[config.mk]
export PLATFORM = sky130hd
export DESIGN_NAME = keypad_lock_with_lockout
export DESIGN_NICKNAME = d
export VERILOG_FILES = /design/src/rtl/core/kl_pkg.sv /design/src/rtl/core/kl_entry.sv /design/src/rtl/core/kl_ctrl.sv /design/src/rtl/core/keypad_lock_with_lockout.sv
export SDC_FILE = /design/constraint.sdc
export NUM_CORES = 1
export LEC_CHECK = 0
export ABC_AREA = 1
export BUFFER_PORTS_ARGS = -buffer_cell sky130_fd_sc_hd__buf_2
export CAP_MARGIN = 20
export CELL_PAD_IN_SITES_DETAIL_PLACEMENT = 0
export CELL_PAD_IN_SITES_GLOBAL_PLACEMENT = 1
export CORE_UTILIZATION = 40
export CTS_CLUSTER_SIZE = 10
export DETAILED_ROUTE_END_ITERATION = 10
export HOLD_SLACK_MARGIN = 0.1
export PLACE_DENSITY = 0.76
export SLEW_MARGIN = 20
export SYNTH_ARGS = -nofsm -noshare
export SYNTH_HDL_FRONTEND = slang
export SYNTH_SLANG_ARGS = --single-unit
[constraint.sdc]
create_clock -name clk -period 11.1 [get_ports clk]
set_input_delay 1.665 -clock clk [delete_from_list [all_inputs] [get_ports clk]]
set_output_delay 1.665 -clock clk [all_outputs]
set_load 0.02 [all_outputs]
[src/rtl/core/kl_pkg.sv]
// kl_pkg: shared types, codes and constants for the keypad lock.
// Used by kl_entry, kl_ctrl and keypad_lock_with_lockout; depends on nothing.
package kl_pkg;

  typedef enum logic [1:0] {
    CMD_TICK = 2'd0,
    CMD_KEY  = 2'd1,
    CMD_ECHO = 2'd2
  } cmd_t;

  typedef enum logic [3:0] {
    EV_NONE      = 4'd0,
    EV_DIGIT     = 4'd1,
    EV_BACK      = 4'd2,
    EV_CLEAR     = 4'd3,
    EV_EMPTY     = 4'd4,
    EV_GRANTED   = 4'd5,
    EV_DENIED    = 4'd6,
    EV_LOCKOUT   = 4'd7,
    EV_LOCK_END  = 4'd8,
    EV_AUTH_OPEN = 4'd9,
    EV_INTRUSION = 4'd10,
    EV_CLOSED    = 4'd11,
    EV_IGNORED   = 4'd12
  } event_t;

  typedef enum logic [1:0] {
    ENT_HOLD  = 2'd0,
    ENT_PUSH  = 2'd1,
    ENT_POP   = 2'd2,
    ENT_CLEAR = 2'd3
  } ent_op_t;

  localparam logic [3:0] KEY_LAST_DIGIT = 4'd9;
  localparam logic [3:0] KEY_BACK       = 4'd10;
  localparam logic [3:0] KEY_SUBMIT     = 4'd11;
  localparam logic [3:0] KEY_CLEAR      = 4'd15;

  localparam logic [3:0] FAIL_MAX = 4'd15;

  localparam logic [2:0] REG_CODE_DIGITS   = 3'd0;
  localparam logic [2:0] REG_CODE_LENGTH   = 3'd1;
  localparam logic [2:0] REG_MAX_FAILURES  = 3'd2;
  localparam logic [2:0] REG_LOCKOUT_MS    = 3'd3;
  localparam logic [2:0] REG_GRANT_MS      = 3'd4;
  localparam logic [2:0] REG_SAMPLE_GAP_MS = 3'd5;
  localparam logic [2:0] REG_OPEN_LIMIT_US = 3'd6;

  localparam logic [31:0] RST_CODE_DIGITS   = 32'h0000_1234;
  localparam logic [3:0]  RST_CODE_LENGTH   = 4'd4;
  localparam logic [3:0]  RST_MAX_FAILURES  = 4'd3;
  localparam logic [15:0] RST_LOCKOUT_MS    = 16'd30000;
  localparam logic [15:0] RST_GRANT_MS      = 16'd10000;
  localparam logic [15:0] RST_SAMPLE_GAP_MS = 16'd300;
  localparam logic [14:0] RST_OPEN_LIMIT_US = 15'd583;

  localparam int CODE_NIBBLES_MAX = 8;

  // ceil(ms / 1000) as floor((ms + 999) * SEC_RECIP >> SEC_SHIFT), exact for 17-bit sums
  localparam logic [16:0] SEC_ROUND = 17'd999;
  localparam logic [17:0] SEC_RECIP = 18'd134218;
  localparam int          SEC_SHIFT = 27;

  typedef struct packed {
    logic [31:0] code_digits;
    logic [3:0]  code_length;
    logic [3:0]  max_failures;
    logic [15:0] lockout_ms;
    logic [15:0] grant_ms;
    logic [15:0] sample_gap_ms;
    logic [14:0] open_limit_us;
  } cfg_t;

  typedef struct packed {
    logic empty;
    logic full;
    logic match;
  } ent_stat_t;

  typedef struct packed {
    event_t      event_code;
    logic [3:0]  failures;
    logic [15:0] lockout_left;
    logic        authorized;
    logic        alert;
    logic        door_open;
  } lock_stat_t;

endpackage

[src/rtl/core/kl_entry.sv]
// kl_entry: packed-BCD keypad entry register with push, pop, clear and code compare.
// Depends on kl_pkg.
module kl_entry #(
  parameter int MAX_DIGITS = 8,
  parameter int CNT_W = 4
) (
  input  logic                  clk,
  input  logic                  rst,
  input  logic                  fire,
  input  kl_pkg::ent_op_t       op,
  input  logic [3:0]            digit,
  input  logic [31:0]           code_digits,
  input  logic [3:0]            code_length,
  output kl_pkg::ent_stat_t     stat,
  output logic [CNT_W-1:0]      count_next
);

  localparam int DIG_W = 4 * MAX_DIGITS;
  localparam int CMP_W = (DIG_W > 32) ? DIG_W : 32;

  logic [DIG_W-1:0] digits;
  logic [DIG_W-1:0] digits_next;
  logic [CNT_W-1:0] count;
  logic [31:0]      code_mask;
  logic             len_ok;

  always_comb begin
    code_mask = ~(32'hFFFF_FFFF << {code_length, 2'b00});
    len_ok = (code_length != 4'd0) &&
             (code_length <= 4'(kl_pkg::CODE_NIBBLES_MAX)) &&
             (5'(count) == 5'(code_length));
    stat.empty = (count == '0);
    stat.full  = (count >= CNT_W'(MAX_DIGITS));
    stat.match = len_ok && (CMP_W'(digits) == CMP_W'(code_digits & code_mask));
  end

  always_comb begin
    digits_next = digits;
    count_next  = count;
    case (op)
      kl_pkg::ENT_PUSH: begin
        digits_next = (digits << 4) | DIG_W'(digit);
        count_next  = count + 1'b1;
      end
      kl_pkg::ENT_POP: begin
        if (count != '0) begin
          digits_next = digits >> 4;
          count_next  = count - 1'b1;
        end
      end
      kl_pkg::ENT_CLEAR: begin
        digits_next = '0;
        count_next  = '0;
      end
      default: begin
      end
    endcase
  end

  always_ff @(posedge clk) begin
    if (rst) begin
      digits <= '0;
      count  <= '0;
    end else if (fire) begin
      digits <= digits_next;
      count  <= count_next;
    end
  end

endmodule

[src/rtl/core/kl_ctrl.sv]
// kl_ctrl: command decode, failure/lockout/grant/sample timers and door monitor.
// Depends on kl_pkg; drives the entry operation for kl_entry.
module kl_ctrl (
  input  logic                clk,
  input  logic                rst,
  input  logic                fire,
  input  logic [1:0]          command,
  input  logic [3:0]          key_code,
  input  logic [14:0]         echo_us,
  input  kl_pkg::cfg_t        cfg,
  input  kl_pkg::ent_stat_t   ent,
  output kl_pkg::ent_op_t     ent_op,
  output kl_pkg::lock_stat_t  stat
);

  logic [3:0]  failures;
  logic [15:0] lockout_left;
  logic [15:0] grant_left;
  logic [15:0] sample_wait;
  logic        door_was_open;
  logic        alert_active;

  logic [3:0]  failures_next;
  logic [15:0] lockout_left_next;
  logic [15:0] grant_left_next;
  logic [15:0] sample_wait_next;
  logic        door_was_open_next;
  logic        alert_active_next;
  kl_pkg::event_t ev;
  logic [3:0]  fail_inc;
  logic        open_now;

  always_comb begin
    failures_next      = failures;
    lockout_left_next  = lockout_left;
    grant_left_next    = grant_left;
    sample_wait_next   = sample_wait;
    door_was_open_next = door_was_open;
    alert_active_next  = alert_active;
    ev       = kl_pkg::EV_NONE;
    ent_op   = kl_pkg::ENT_HOLD;
    fail_inc = (failures == kl_pkg::FAIL_MAX) ? failures : failures + 4'd1;
    open_now = (echo_us > cfg.open_limit_us);
    case (kl_pkg::cmd_t'(command))
      kl_pkg::CMD_TICK: begin
        if (grant_left != '0) grant_left_next = grant_left - 16'd1;
        if (sample_wait != '0) sample_wait_next = sample_wait - 16'd1;
        if (lockout_left != '0) begin
          lockout_left_next = lockout_left - 16'd1;
          if (lockout_left == 16'd1) begin
            failures_next = '0;
            ev = kl_pkg::EV_LOCK_END;
          end
        end
      end
      kl_pkg::CMD_KEY: begin
        if (lockout_left != '0) begin
          ev = kl_pkg::EV_IGNORED;
        end else begin
          case (key_code) inside
            [4'd0:kl_pkg::KEY_LAST_DIGIT]: begin
              if (ent.full) begin
                ev = kl_pkg::EV_IGNORED;
              end else begin
                ent_op = kl_pkg::ENT_PUSH;
                ev = kl_pkg::EV_DIGIT;
              end
            end
            kl_pkg::KEY_BACK: begin
              ent_op = kl_pkg::ENT_POP;
              ev = kl_pkg::EV_BACK;
            end
            kl_pkg::KEY_CLEAR: begin
              ent_op = kl_pkg::ENT_CLEAR;
              ev = kl_pkg::EV_CLEAR;
            end
            kl_pkg::KEY_SUBMIT: begin
              if (ent.empty) begin
                ev = kl_pkg::EV_EMPTY;
              end else begin
                ent_op = kl_pkg::ENT_CLEAR;
                if (ent.match) begin
                  failures_next   = '0;
                  grant_left_next = cfg.grant_ms;
                  ev = kl_pkg::EV_GRANTED;
                end else begin
                  failures_next = fail_inc;
                  if (fail_inc >= cfg.max_failures) begin
                    lockout_left_next = cfg.lockout_ms;
                    ev = kl_pkg::EV_LOCKOUT;
                  end else begin
                    ev = kl_pkg::EV_DENIED;
                  end
                end
              end
            end
            default: ev = kl_pkg::EV_IGNORED;
          endcase
        end
      end
      kl_pkg::CMD_ECHO: begin
        if (sample_wait != '0) begin
          ev = kl_pkg::EV_IGNORED;
        end else begin
          sample_wait_next = cfg.sample_gap_ms;
          if (echo_us != '0) begin
            if (open_now && !door_was_open) begin
              if (grant_left != '0) begin
                ev = kl_pkg::EV_AUTH_OPEN;
              end else begin
                alert_active_next = 1'b1;
                ev = kl_pkg::EV_INTRUSION;
              end
            end else if (!open_now && door_was_open) begin
              alert_active_next = 1'b0;
              grant_left_next   = '0;
              ev = kl_pkg::EV_CLOSED;
            end
            door_was_open_next = open_now;
          end
        end
      end
      default: begin
      end
    endcase
  end

  always_comb begin
    stat.event_code   = ev;
    stat.failures     = failures_next;
    stat.lockout_left = lockout_left_next;
    stat.authorized   = (grant_left_next != '0);
    stat.alert        = alert_active_next;
    stat.door_open    = door_was_open_next;
  end

  always_ff @(posedge clk) begin
    if (rst) begin
      failures      <= '0;
      lockout_left  <= '0;
      grant_left    <= '0;
      sample_wait   <= '0;
      door_was_open <= 1'b0;
      alert_active  <= 1'b0;
    end else if (fire) begin
      failures      <= failures_next;
      lockout_left  <= lockout_left_next;
      grant_left    <= grant_left_next;
      sample_wait   <= sample_wait_next;
      door_was_open <= door_was_open_next;
      alert_active  <= alert_active_next;
    end
  end

endmodule

[src/rtl/core/keypad_lock_with_lockout.sv]
// Keypad combination lock with failure lockout and door-open monitoring. Each item
// (tick, key press or echo sample) gives exactly one result item showing the state
// after it. An item is registered on entry; as it leaves, the lock state updates and
// its result enters the output register in the same cycle, one item per cycle while
// res_stall is low. A full output register with res_stall high holds the pipe; one
// more item is taken into the input register before cmd_stall rises. The user writes
// configuration through cfg_we/cfg_index/cfg_data only while no item is in flight;
// the block does not enforce it. Depends on kl_pkg, kl_entry and kl_ctrl.
module keypad_lock_with_lockout #(
  parameter int MAX_DIGITS = 8
) (
  input  logic        clk,
  input  logic        rst,
  input  logic        cfg_we,
  input  logic [2:0]  cfg_index,
  input  logic [31:0] cfg_data,
  input  logic        cmd_valid,
  output logic        cmd_stall,
  input  logic [1:0]  command,
  input  logic [3:0]  key_code,
  input  logic [14:0] echo_us,
  output logic        res_valid,
  input  logic        res_stall,
  output logic [3:0]  event_res,
  output logic [3:0]  entry_length,
  output logic [3:0]  failed_count,
  output logic        locked_out,
  output logic        authorized,
  output logic        alert,
  output logic        door_open,
  output logic [6:0]  seconds_left
);

  localparam int CNT_W = $clog2(MAX_DIGITS + 1);

  kl_pkg::cfg_t       cfg;
  kl_pkg::ent_stat_t  ent_stat;
  kl_pkg::ent_op_t    ent_op;
  kl_pkg::lock_stat_t lock_stat;

  logic             s1_valid;
  logic [1:0]       s1_command;
  logic [3:0]       s1_key;
  logic [14:0]      s1_echo;
  logic             advance;
  logic             fire;
  logic             accept;
  logic [CNT_W-1:0] count_next;
  logic [16:0]      round_ms;
  logic [34:0]      sec_prod;

  // configuration registers
  always_ff @(posedge clk) begin
    if (rst) begin
      cfg.code_digits   <= kl_pkg::RST_CODE_DIGITS;
      cfg.code_length   <= kl_pkg::RST_CODE_LENGTH;
      cfg.max_failures  <= kl_pkg::RST_MAX_FAILURES;
      cfg.lockout_ms    <= kl_pkg::RST_LOCKOUT_MS;
      cfg.grant_ms      <= kl_pkg::RST_GRANT_MS;
      cfg.sample_gap_ms <= kl_pkg::RST_SAMPLE_GAP_MS;
      cfg.open_limit_us <= kl_pkg::RST_OPEN_LIMIT_US;
    end else if (cfg_we) begin
      case (cfg_index)
        kl_pkg::REG_CODE_DIGITS:   cfg.code_digits   <= cfg_data;
        kl_pkg::REG_CODE_LENGTH:   cfg.code_length   <= cfg_data[3:0];
        kl_pkg::REG_MAX_FAILURES:  cfg.max_failures  <= cfg_data[3:0];
        kl_pkg::REG_LOCKOUT_MS:    cfg.lockout_ms    <= cfg_data[15:0];
        kl_pkg::REG_GRANT_MS:      cfg.grant_ms      <= cfg_data[15:0];
        kl_pkg::REG_SAMPLE_GAP_MS: cfg.sample_gap_ms <= cfg_data[15:0];
        kl_pkg::REG_OPEN_LIMIT_US: cfg.open_limit_us <= cfg_data[14:0];
        default: begin
        end
      endcase
    end
  end

  assign advance   = !res_valid || !res_stall;
  assign fire      = s1_valid && advance;
  assign cmd_stall = s1_valid && !advance;
  assign accept    = cmd_valid && !cmd_stall;

  // input register
  always_ff @(posedge clk) begin
    if (rst) begin
      s1_valid <= 1'b0;
    end else begin
      s1_valid <= accept || (s1_valid && !advance);
    end
  end

  always_ff @(posedge clk) begin
    if (accept) begin
      s1_command <= command;
      s1_key     <= key_code;
      s1_echo    <= echo_us;
    end
  end

  kl_entry #(
    .MAX_DIGITS (MAX_DIGITS),
    .CNT_W      (CNT_W)
  ) u_entry (
    .clk         (clk),
    .rst         (rst),
    .fire        (fire),
    .op          (ent_op),
    .digit       (s1_key),
    .code_digits (cfg.code_digits),
    .code_length (cfg.code_length),
    .stat        (ent_stat),
    .count_next  (count_next)
  );

  kl_ctrl u_ctrl (
    .clk      (clk),
    .rst      (rst),
    .fire     (fire),
    .command  (s1_command),
    .key_code (s1_key),
    .echo_us  (s1_echo),
    .cfg      (cfg),
    .ent      (ent_stat),
    .ent_op   (ent_op),
    .stat     (lock_stat)
  );

  // ceil(lockout ms / 1000)
  always_comb begin
    round_ms = {1'b0, lock_stat.lockout_left} + kl_pkg::SEC_ROUND;
    sec_prod = 35'(round_ms) * 35'(kl_pkg::SEC_RECIP);
  end

  // result register
  always_ff @(posedge clk) begin
    if (rst) begin
      res_valid <= 1'b0;
    end else begin
      res_valid <= fire || (res_valid && res_stall);
    end
  end

  always_ff @(posedge clk) begin
    if (fire) begin
      event_res    <= lock_stat.event_code;
      entry_length <= 4'(count_next);
      failed_count <= lock_stat.failures;
      locked_out   <= (lock_stat.lockout_left != '0);
      authorized   <= lock_stat.authorized;
      alert        <= lock_stat.alert;
      door_open    <= lock_stat.door_open;
      seconds_left <= 7'(sec_prod >> kl_pkg::SEC_SHIFT);
    end
  end

`ifndef SYNTH
  a_fire_gives_result: assert property (@(posedge clk) disable iff (rst)
    fire |=> res_valid)
    else $error("processed item did not reach the result register");

  a_lock_has_seconds: assert property (@(posedge clk) disable iff (rst)
    res_valid && locked_out |-> seconds_left != 7'd0)
    else $error("lockout active with zero seconds left");

  a_lock_end_clears: assert property (@(posedge clk) disable iff (rst)
    res_valid && event_res == kl_pkg::EV_LOCK_END |-> failed_count == 4'd0 && !locked_out)
    else $error("lockout end left failures or lockout set");

  a_lock_ignores_digit: assert property (@(posedge clk) disable iff (rst)
    res_valid && locked_out && event_res == kl_pkg::EV_DIGIT |-> 1'b0)
    else $error("digit taken during lockout");
`endif

endmodule

**After elaboration in Yosys (flattened, before gate mapping)**

Cells that the tools add are included.

- $add $sub $neg: 7
- Multiply operators: 1
- Magnitude comparators: 6
- Equal/unequal tests: 21
- Shift-type cells: 1
- Multiplexer cells: 75
- Bitwise gates (word level): 3
- Reductions and logical operators: 41

Operator list:

| operator | count |
|---|---|
| 16-bit two-way mux | 23 |
| 4-bit two-way mux | 25 |
| 32-bit one-hot mux with 3 select lines | 1 |
| 16-bit nonzero test | 5 |
| 16-bit one-hot mux with 2 select lines | 2 |
| 16-bit one-hot mux with 3 select lines | 1 |
| 16-bit by 1-bit subtractor with 16-bit output (second input constant) | 3 |
| 17-bit by 17-bit multiplier with 33-bit output (second input constant) | 1 |
| 32-bit AND | 1 |
| 32-bit equality test | 1 |
| 32-bit two-way mux | 1 |
| 32-bit inverter | 1 |
| 32-bit by 4-bit OR with 32-bit output | 1 |
| 32-bit by 6-bit left shift with 32-bit output (first input constant) | 1 |
| 4-bit one-hot mux with 3 select lines | 2 |
| 16-bit by 10-bit adder with 17-bit output (second input constant) | 1 |
| 16-bit by 1-bit equality test with 1-bit output (second input constant) | 1 |
| 4-bit equality test (second input constant) | 4 |
| 2-bit two-way mux | 8 |
| 15-bit > comparator | 1 |
| 15-bit nonzero test | 1 |
| 2-bit AND reduction | 7 |
| 1-bit two-way mux | 11 |
| 1-bit logical AND | 10 |
| other kinds (25) | 42 |

- Register bits after elaboration: 239
- Bits of input ports: 61

**Depth between registers and ports, before layout**

- Depth in word-level cells: 15
- Depth in mapped cells: 48
- Depth with buffers taken out: 48

**By module**

From an unflattened synthesis, not the netlist that was laid out.

- Cells, all modules: 2651
- Area, all modules: 18220.0 um^2

Modules (own cells, without submodules):

| module | instances | cells each | area each (um^2) |
|---|---|---|---|
| keypad_lock_with_lockout | 1 | 1131 | 9509.1 |
| kl_ctrl | 1 | 1119 | 6227.2 |
| kl_entry | 1 | 401 | 2483.6 |

**Worst setup path before layout**

No wires, ideal clock.

- Kind: flip-flop to flip-flop
- Start: register u_ctrl.failures[0]
- End: register seconds_left[3], data pin
- Setup time: 0.252 ns
- Arrival time: 7.426 ns
- Data required time: 10.848 ns
- Path slack: 3.421 ns
- Cell stages (with the launch flop): 44
- Cells stage by stage: dfxtp_1 ha_1 nand2_1 nor2_1 nand2_1 o21a_1 ha_1 inv_1 nor2_1 o21ai_0 nand2_1 a31oi_1 nor2_4 nand2_4 nand2_1 o211ai_1 nand2_1 inv_1 [8 not listed] inv_1 fa_1 inv_1 fa_1 inv_1 fa_1 inv_1 ha_1 a21oi_1 nand2_1 a21oi_1 o31ai_1 nand3_1 nand2_1 a221oi_1 nand2_1 nand2_1 nand2_1

- Longest elaborated chain between the ends: 14

RTL lines:

| item | RTL line | text |
|---|---|---|
| from (decl) | kl_ctrl.sv:16 | `logic [3:0] failures;` |
| from (signal assigned) | kl_ctrl.sv:146 | `failures <= failures_next;` |
| 4-bit by 1-bit adder with 4-bit output or 4-bit equality test (tied branches) | kl_ctrl.sv:42 | `fail_inc = (failures == kl_pkg::FAIL_MAX) ? failures : failures + 4'd1;` |
| 4-bit two-way mux (*) | kl_ctrl.sv:42 |  |
| 4-bit greater-or-equal comparator (*) | kl_ctrl.sv:88 | `if (fail_inc >= cfg.max_failures) begin` |
| 16-bit two-way mux (*) | kl_ctrl.sv:88 |  |
| 16-bit two-way mux (*) | kl_ctrl.sv:82 | `if (ent.match) begin` |
| 16-bit two-way mux (*) | kl_ctrl.sv:78 | `if (ent.empty) begin` |
| 16-bit two-way mux (*) (4 in series) | kl_ctrl.sv:60 | `case (key_code) inside` |
| 16-bit two-way mux (*) | kl_ctrl.sv:57 | `if (lockout_left != '0) begin` |
| 16-bit one-hot mux with 2 select lines (*) | kl_ctrl.sv:44 | `case (kl_pkg::cmd_t'(command))` |
| 16-bit by 10-bit adder with 17-bit output (*) | keypad_lock_with_lockout.sv:129 | `round_ms = {1'b0, lock_stat.lockout_left} + kl_pkg::SEC_ROUND;` |
| 17-bit by 17-bit multiplier with 33-bit output (*) | keypad_lock_with_lockout.sv:130 | `sec_prod = 35'(round_ms) * 35'(kl_pkg::SEC_RECIP);` |
| net sec_prod[30] | keypad_lock_with_lockout.sv:50 | `logic [34:0] sec_prod;` |
| to (signal assigned) | keypad_lock_with_lockout.sv:151 | `seconds_left <= 7'(sec_prod >> kl_pkg::SEC_SHIFT);` |
| to (decl) | keypad_lock_with_lockout.sv:31 | `output logic [6:0] seconds_left` |

Mark *: on every way through the listed nets, which the timed path passes. The rest lies on a longest branch.
A chain may end at the register's enable or synchronous reset.

**Worst setup path in the final report**

Ends and elaborated chain as after synthesis.

==> summary.md <==
| Metric | Value |
|---|---|
| Outcome | finished clean |
| Hold Path Class | register to register |
| Predominant post-synthesis flop cell | dfxtp_1 |
| PD cells | approximately 250 nW/µm² |
| CTS tree | built |
| Worst setup SP type | register |
| Port bufs | 85 |
| Resized Gates After CTS | 0 |
| Via/cell ratio | 5.285 |
| Ys Warns | 0 |
| Crit path largest cell delay | 0.54 ns |
| CP Buf/Inv Count | 6 |
| Post-synthesis adder-cell area fraction | 17.40% |
| Placeable core area | slightly above 40,000 µm² |
| Post-Syn Instances | 2,360 |
| CTS Root Cell | clkbuf_16 |
| Req. time, crit path | between 10 and 15 ns |
| Clock net sink count | between 200 and 250 |
| Worst reg-to-reg path cell count | between 40 and 50 |
| Final antenna-violating net count | 0 |
| Crit. End Element | register |
| R2R setup slack | roughly 2.3 ns |
| Hold Crit Start | cfg[49] |
| Die ar. | roughly 43,000 µm² |
| Slowest CP cell | fa_1 |
| Skew-Pair Late Insertion Delay | roughly 0.6 ns |
| DP HPWL | ~39 mm |
| MaxCap Viol Count | 0 |
| Clock buffer depth | 3 |
| Htree depth | 1 |
| First-iteration detailed-routing DRC count | 978 |
| Crit-path leading delay family | adder cells |
| Buffer count from post-CTS setup fixing | 0 |
| Most common cell on crit path | nand2_1 |
| Initial antenna violation count | 0 |
| Setup CP Type | register to register |
| # IOs | 86 |
| Placed cell area | approximately 18,000 µm² |
| Worst-margin pin slew | between 1 and 1.5 ns |
| Final hold vios | 0 |
| Detailed Routing Iterations Pass 1 | 6 |
| Register clock-pin slew on the reported worst setup and hold paths | approximately 0.06 ns |
| Die Y | approximately 210 µm |
| Cell variety after synth | between 50 and 60 |
| Hold Path End | cfg[49] |
| Vias in the first global route | around 15,000 |
| Starting Density | 40.96% |
| Vias | 15,650 |
| First-pass GRT wire length | a little over 80 mm |
| Area growth from synthesis to layout | 10.97% |
| Gr usage total | ~24% |
| Post-Syn Area per Cell | a little over 7 µm² |
| Net Count, Synth | roughly 2,600 |
| Most common cell after layout, fill and taps aside | nand2_1 |
| Largest family of logic cells by synthesized area | simple AND/OR/NAND/NOR gates |
| Final Cell Area | about 19,000 µm² |
| CP arrival | 9.10 ns |
| Worst-path fanout max | 16 |
| Synth top area cells | dfxtp_1 (23%), ha_1 (12%), nand2_1 (8.4%), edfxtp_1 (7.8%), inv_1 (7.8%) |
| Yosys reg bits | approximately 240 |
| XOR/XNOR Fraction of Synth Area | about 1.2% |
| Layout cells sized above 1 | 8.560% |
| Max VDD drop | around 230 µV |
| RSZ-0062 raised after global routing | no |
| Simple-Gate Fraction of Synth Area | 23.66% |
| Final clock skew | between 0.01 and 0.015 ns |
| Routed len/inst | between 15 and 20 µm |
| Async S/R FF share, synth | 0% |
| Hold depth | 2 |
| Peak Freq | around 110 MHz |
| Grt ovf | 0 |
| Setup WS post-layout | roughly 2.3 ns |
| FP Rows | 74 |
| Post-route minimum period | approximately 8.8 ns |
| Final WL | 52.07 mm |
| Reg-to-reg critical path startpoint | u_ctrl.failures[0] |
| Die W | between 200 and 250 µm |
| Fin Setup TNS | 0 ns |
| Post-synthesis mux area share | 0% |
| # hold bufs at CTS | 0 |
| LEAKAGE | roughly 9 nW |
| Final period utilization | between 70% and 80% |
| Worst slack, placed | about 2.4 ns |
| DRC violations left | 0 |
| Area leader, netlist | dfxtp_1 |
| Synth Cell Area | between 15,000 and 20,000 µm² |
| Total power | around 4.7 mW |
| EDFF count, synth | 44 |
| Reg2reg end | seconds_left[3] |
| Most frequent cells in the layout | nand2_1 (378), inv_1 (351), nor2_1 (284) |
| Fill cells | 4,303 |
| Register area share after synthesis | 30.89% |
| Post-synthesis compound-gate area fraction | between 10% and 20% |
| Max-slew violations | 0 |
| Setup violators final | 0 |
| Final Wtd Congestion | about 0.9 |
| Slew margin rel. | between 20% and 30% |
| Largest net degree at the start of global routing | 100 |
| Area share of the largest cell type after synthesis | ~23% |
| Nets | between 2,000 and 3,000 |
| CTS buffer count | 30 |
| N_diodes | 0 |
[metrics by stage]
stage               hold WS (ns)  util [%]  cells
floorplan                 0.4236         -   2360
global placement          0.4419     43.15   2912
finish                    0.4589     45.46   2962
CTS                       0.4625     45.45   2962
detailed placement        0.4464     43.16   2912
global route              0.4832     45.46   2962
[cell families after synthesis]
kind of cell,Yosys count
compound gates,507
xor+xnor,23
fa+ha+maj,210
buf+inv,452
flops,239
simple gates,929
[synthesized netlist by cell type (2+ instances only)]
cell type	count
a32oi_1	3
nor4_1	12
o21ai_0	216
o21bai_1	2
edfxtp_1	44
nand2_1	379
a31oi_1	16
ha_1	168
buf_2	5
clkbuf_1	68
nor2_2	13
nand3b_1	2
buf_4	2
o31ai_1	5
inv_1	352
o21ai_2	2
nand3_2	6
nor2_4	2
inv_2	12
a221oi_1	3
o21a_1	2
dfxtp_1	195
nand3_1	150
a211oi_1	36
nand2_4	3
o211ai_1	12
nor2_1	288
fa_1	42
nor3_1	20
nand2_2	15
a21oi_1	154
xor2_1	22
nor3_2	3
clkinv_1	5
and3_1	2
o21ai_1	12
buf_1	7
o22ai_1	32
nand4_1	28
[sequential cells by signal, summed over array words and instances (netlist names), 2 cells and up]
signal and cells:
u_ctrl.lockout_left 16, u_entry.count 4, failed_count 4, u_ctrl.sample_wait 16, seconds_left 7, cfg 103
u_ctrl.grant_left 16, s1_command 2, s1_echo 15, u_entry.digits 32, u_ctrl.failures 4, s1_key 4
event_res 4, entry_length 4
[area by class of cell]
| class | count | area, µm² | area share (%) |
|---|---|---|---|
| multi-input combinational | 1669 | 9987 | 53.20 |
| sequential | 239 | 5225 | 27.83 |
| inverter | 369 | 1386 | 7.385 |
| clock buffer | 45 | 868.3 | 4.626 |
| tap | 532 | 665.6 | 3.546 |
| timing repair buffer | 103 | 560.5 | 2.986 |
| clock inverter | 5 | 78.83 | 0.4199 |
[worst min-delay path, stage by stage, from the launching register on]
cell     delay [ns]
dfxtp_1        0.30
inv_1          0.06
a21oi_1        0.06
[worst max path at each step]
| stage | start | endpoint | slack (ns) | cells past startpoint |
|---|---|---|---|---|
| after floorplan | u_ctrl.failures[0] | seconds_left[3] | 3.42 | 43 |
| after global placement | u_ctrl.failures[0] | seconds_left[3] | 2.58 | 43 |
| after detailed placement | u_ctrl.failures[0] | seconds_left[3] | 2.36 | 43 |
| after CTS | u_ctrl.failures[0] | seconds_left[3] | 2.33 | 43 |
| after global routing | u_ctrl.failures[0] | seconds_left[3] | 1.60 | 43 |
| final | u_ctrl.failures[0] | seconds_left[3] | 2.34 | 43 |
[layer usage]
metal | global-route usage (%) | share of wire, % | vias to the layer above | routed length (µm)
met2 | 41.90 | 48 | 380 | 24860
met4 | 8.455 | 3.4 | 0 | 1752
met5 | 0 | 0 | - | 0
li1 | - | - | 7931 | -
met1 | 30.75 | 44 | 7253 | 23120
met3 | 2.859 | 4.5 | 89 | 2342
[power breakdown]
part	switching, mW	total, mW	internal (mW)
sequential	0.0317	0.965	0.934
combinational	1.79	2.80	1.01
clock	0.394	0.953	0.559
No activity file was read; power rests on OpenSTA's default activity.
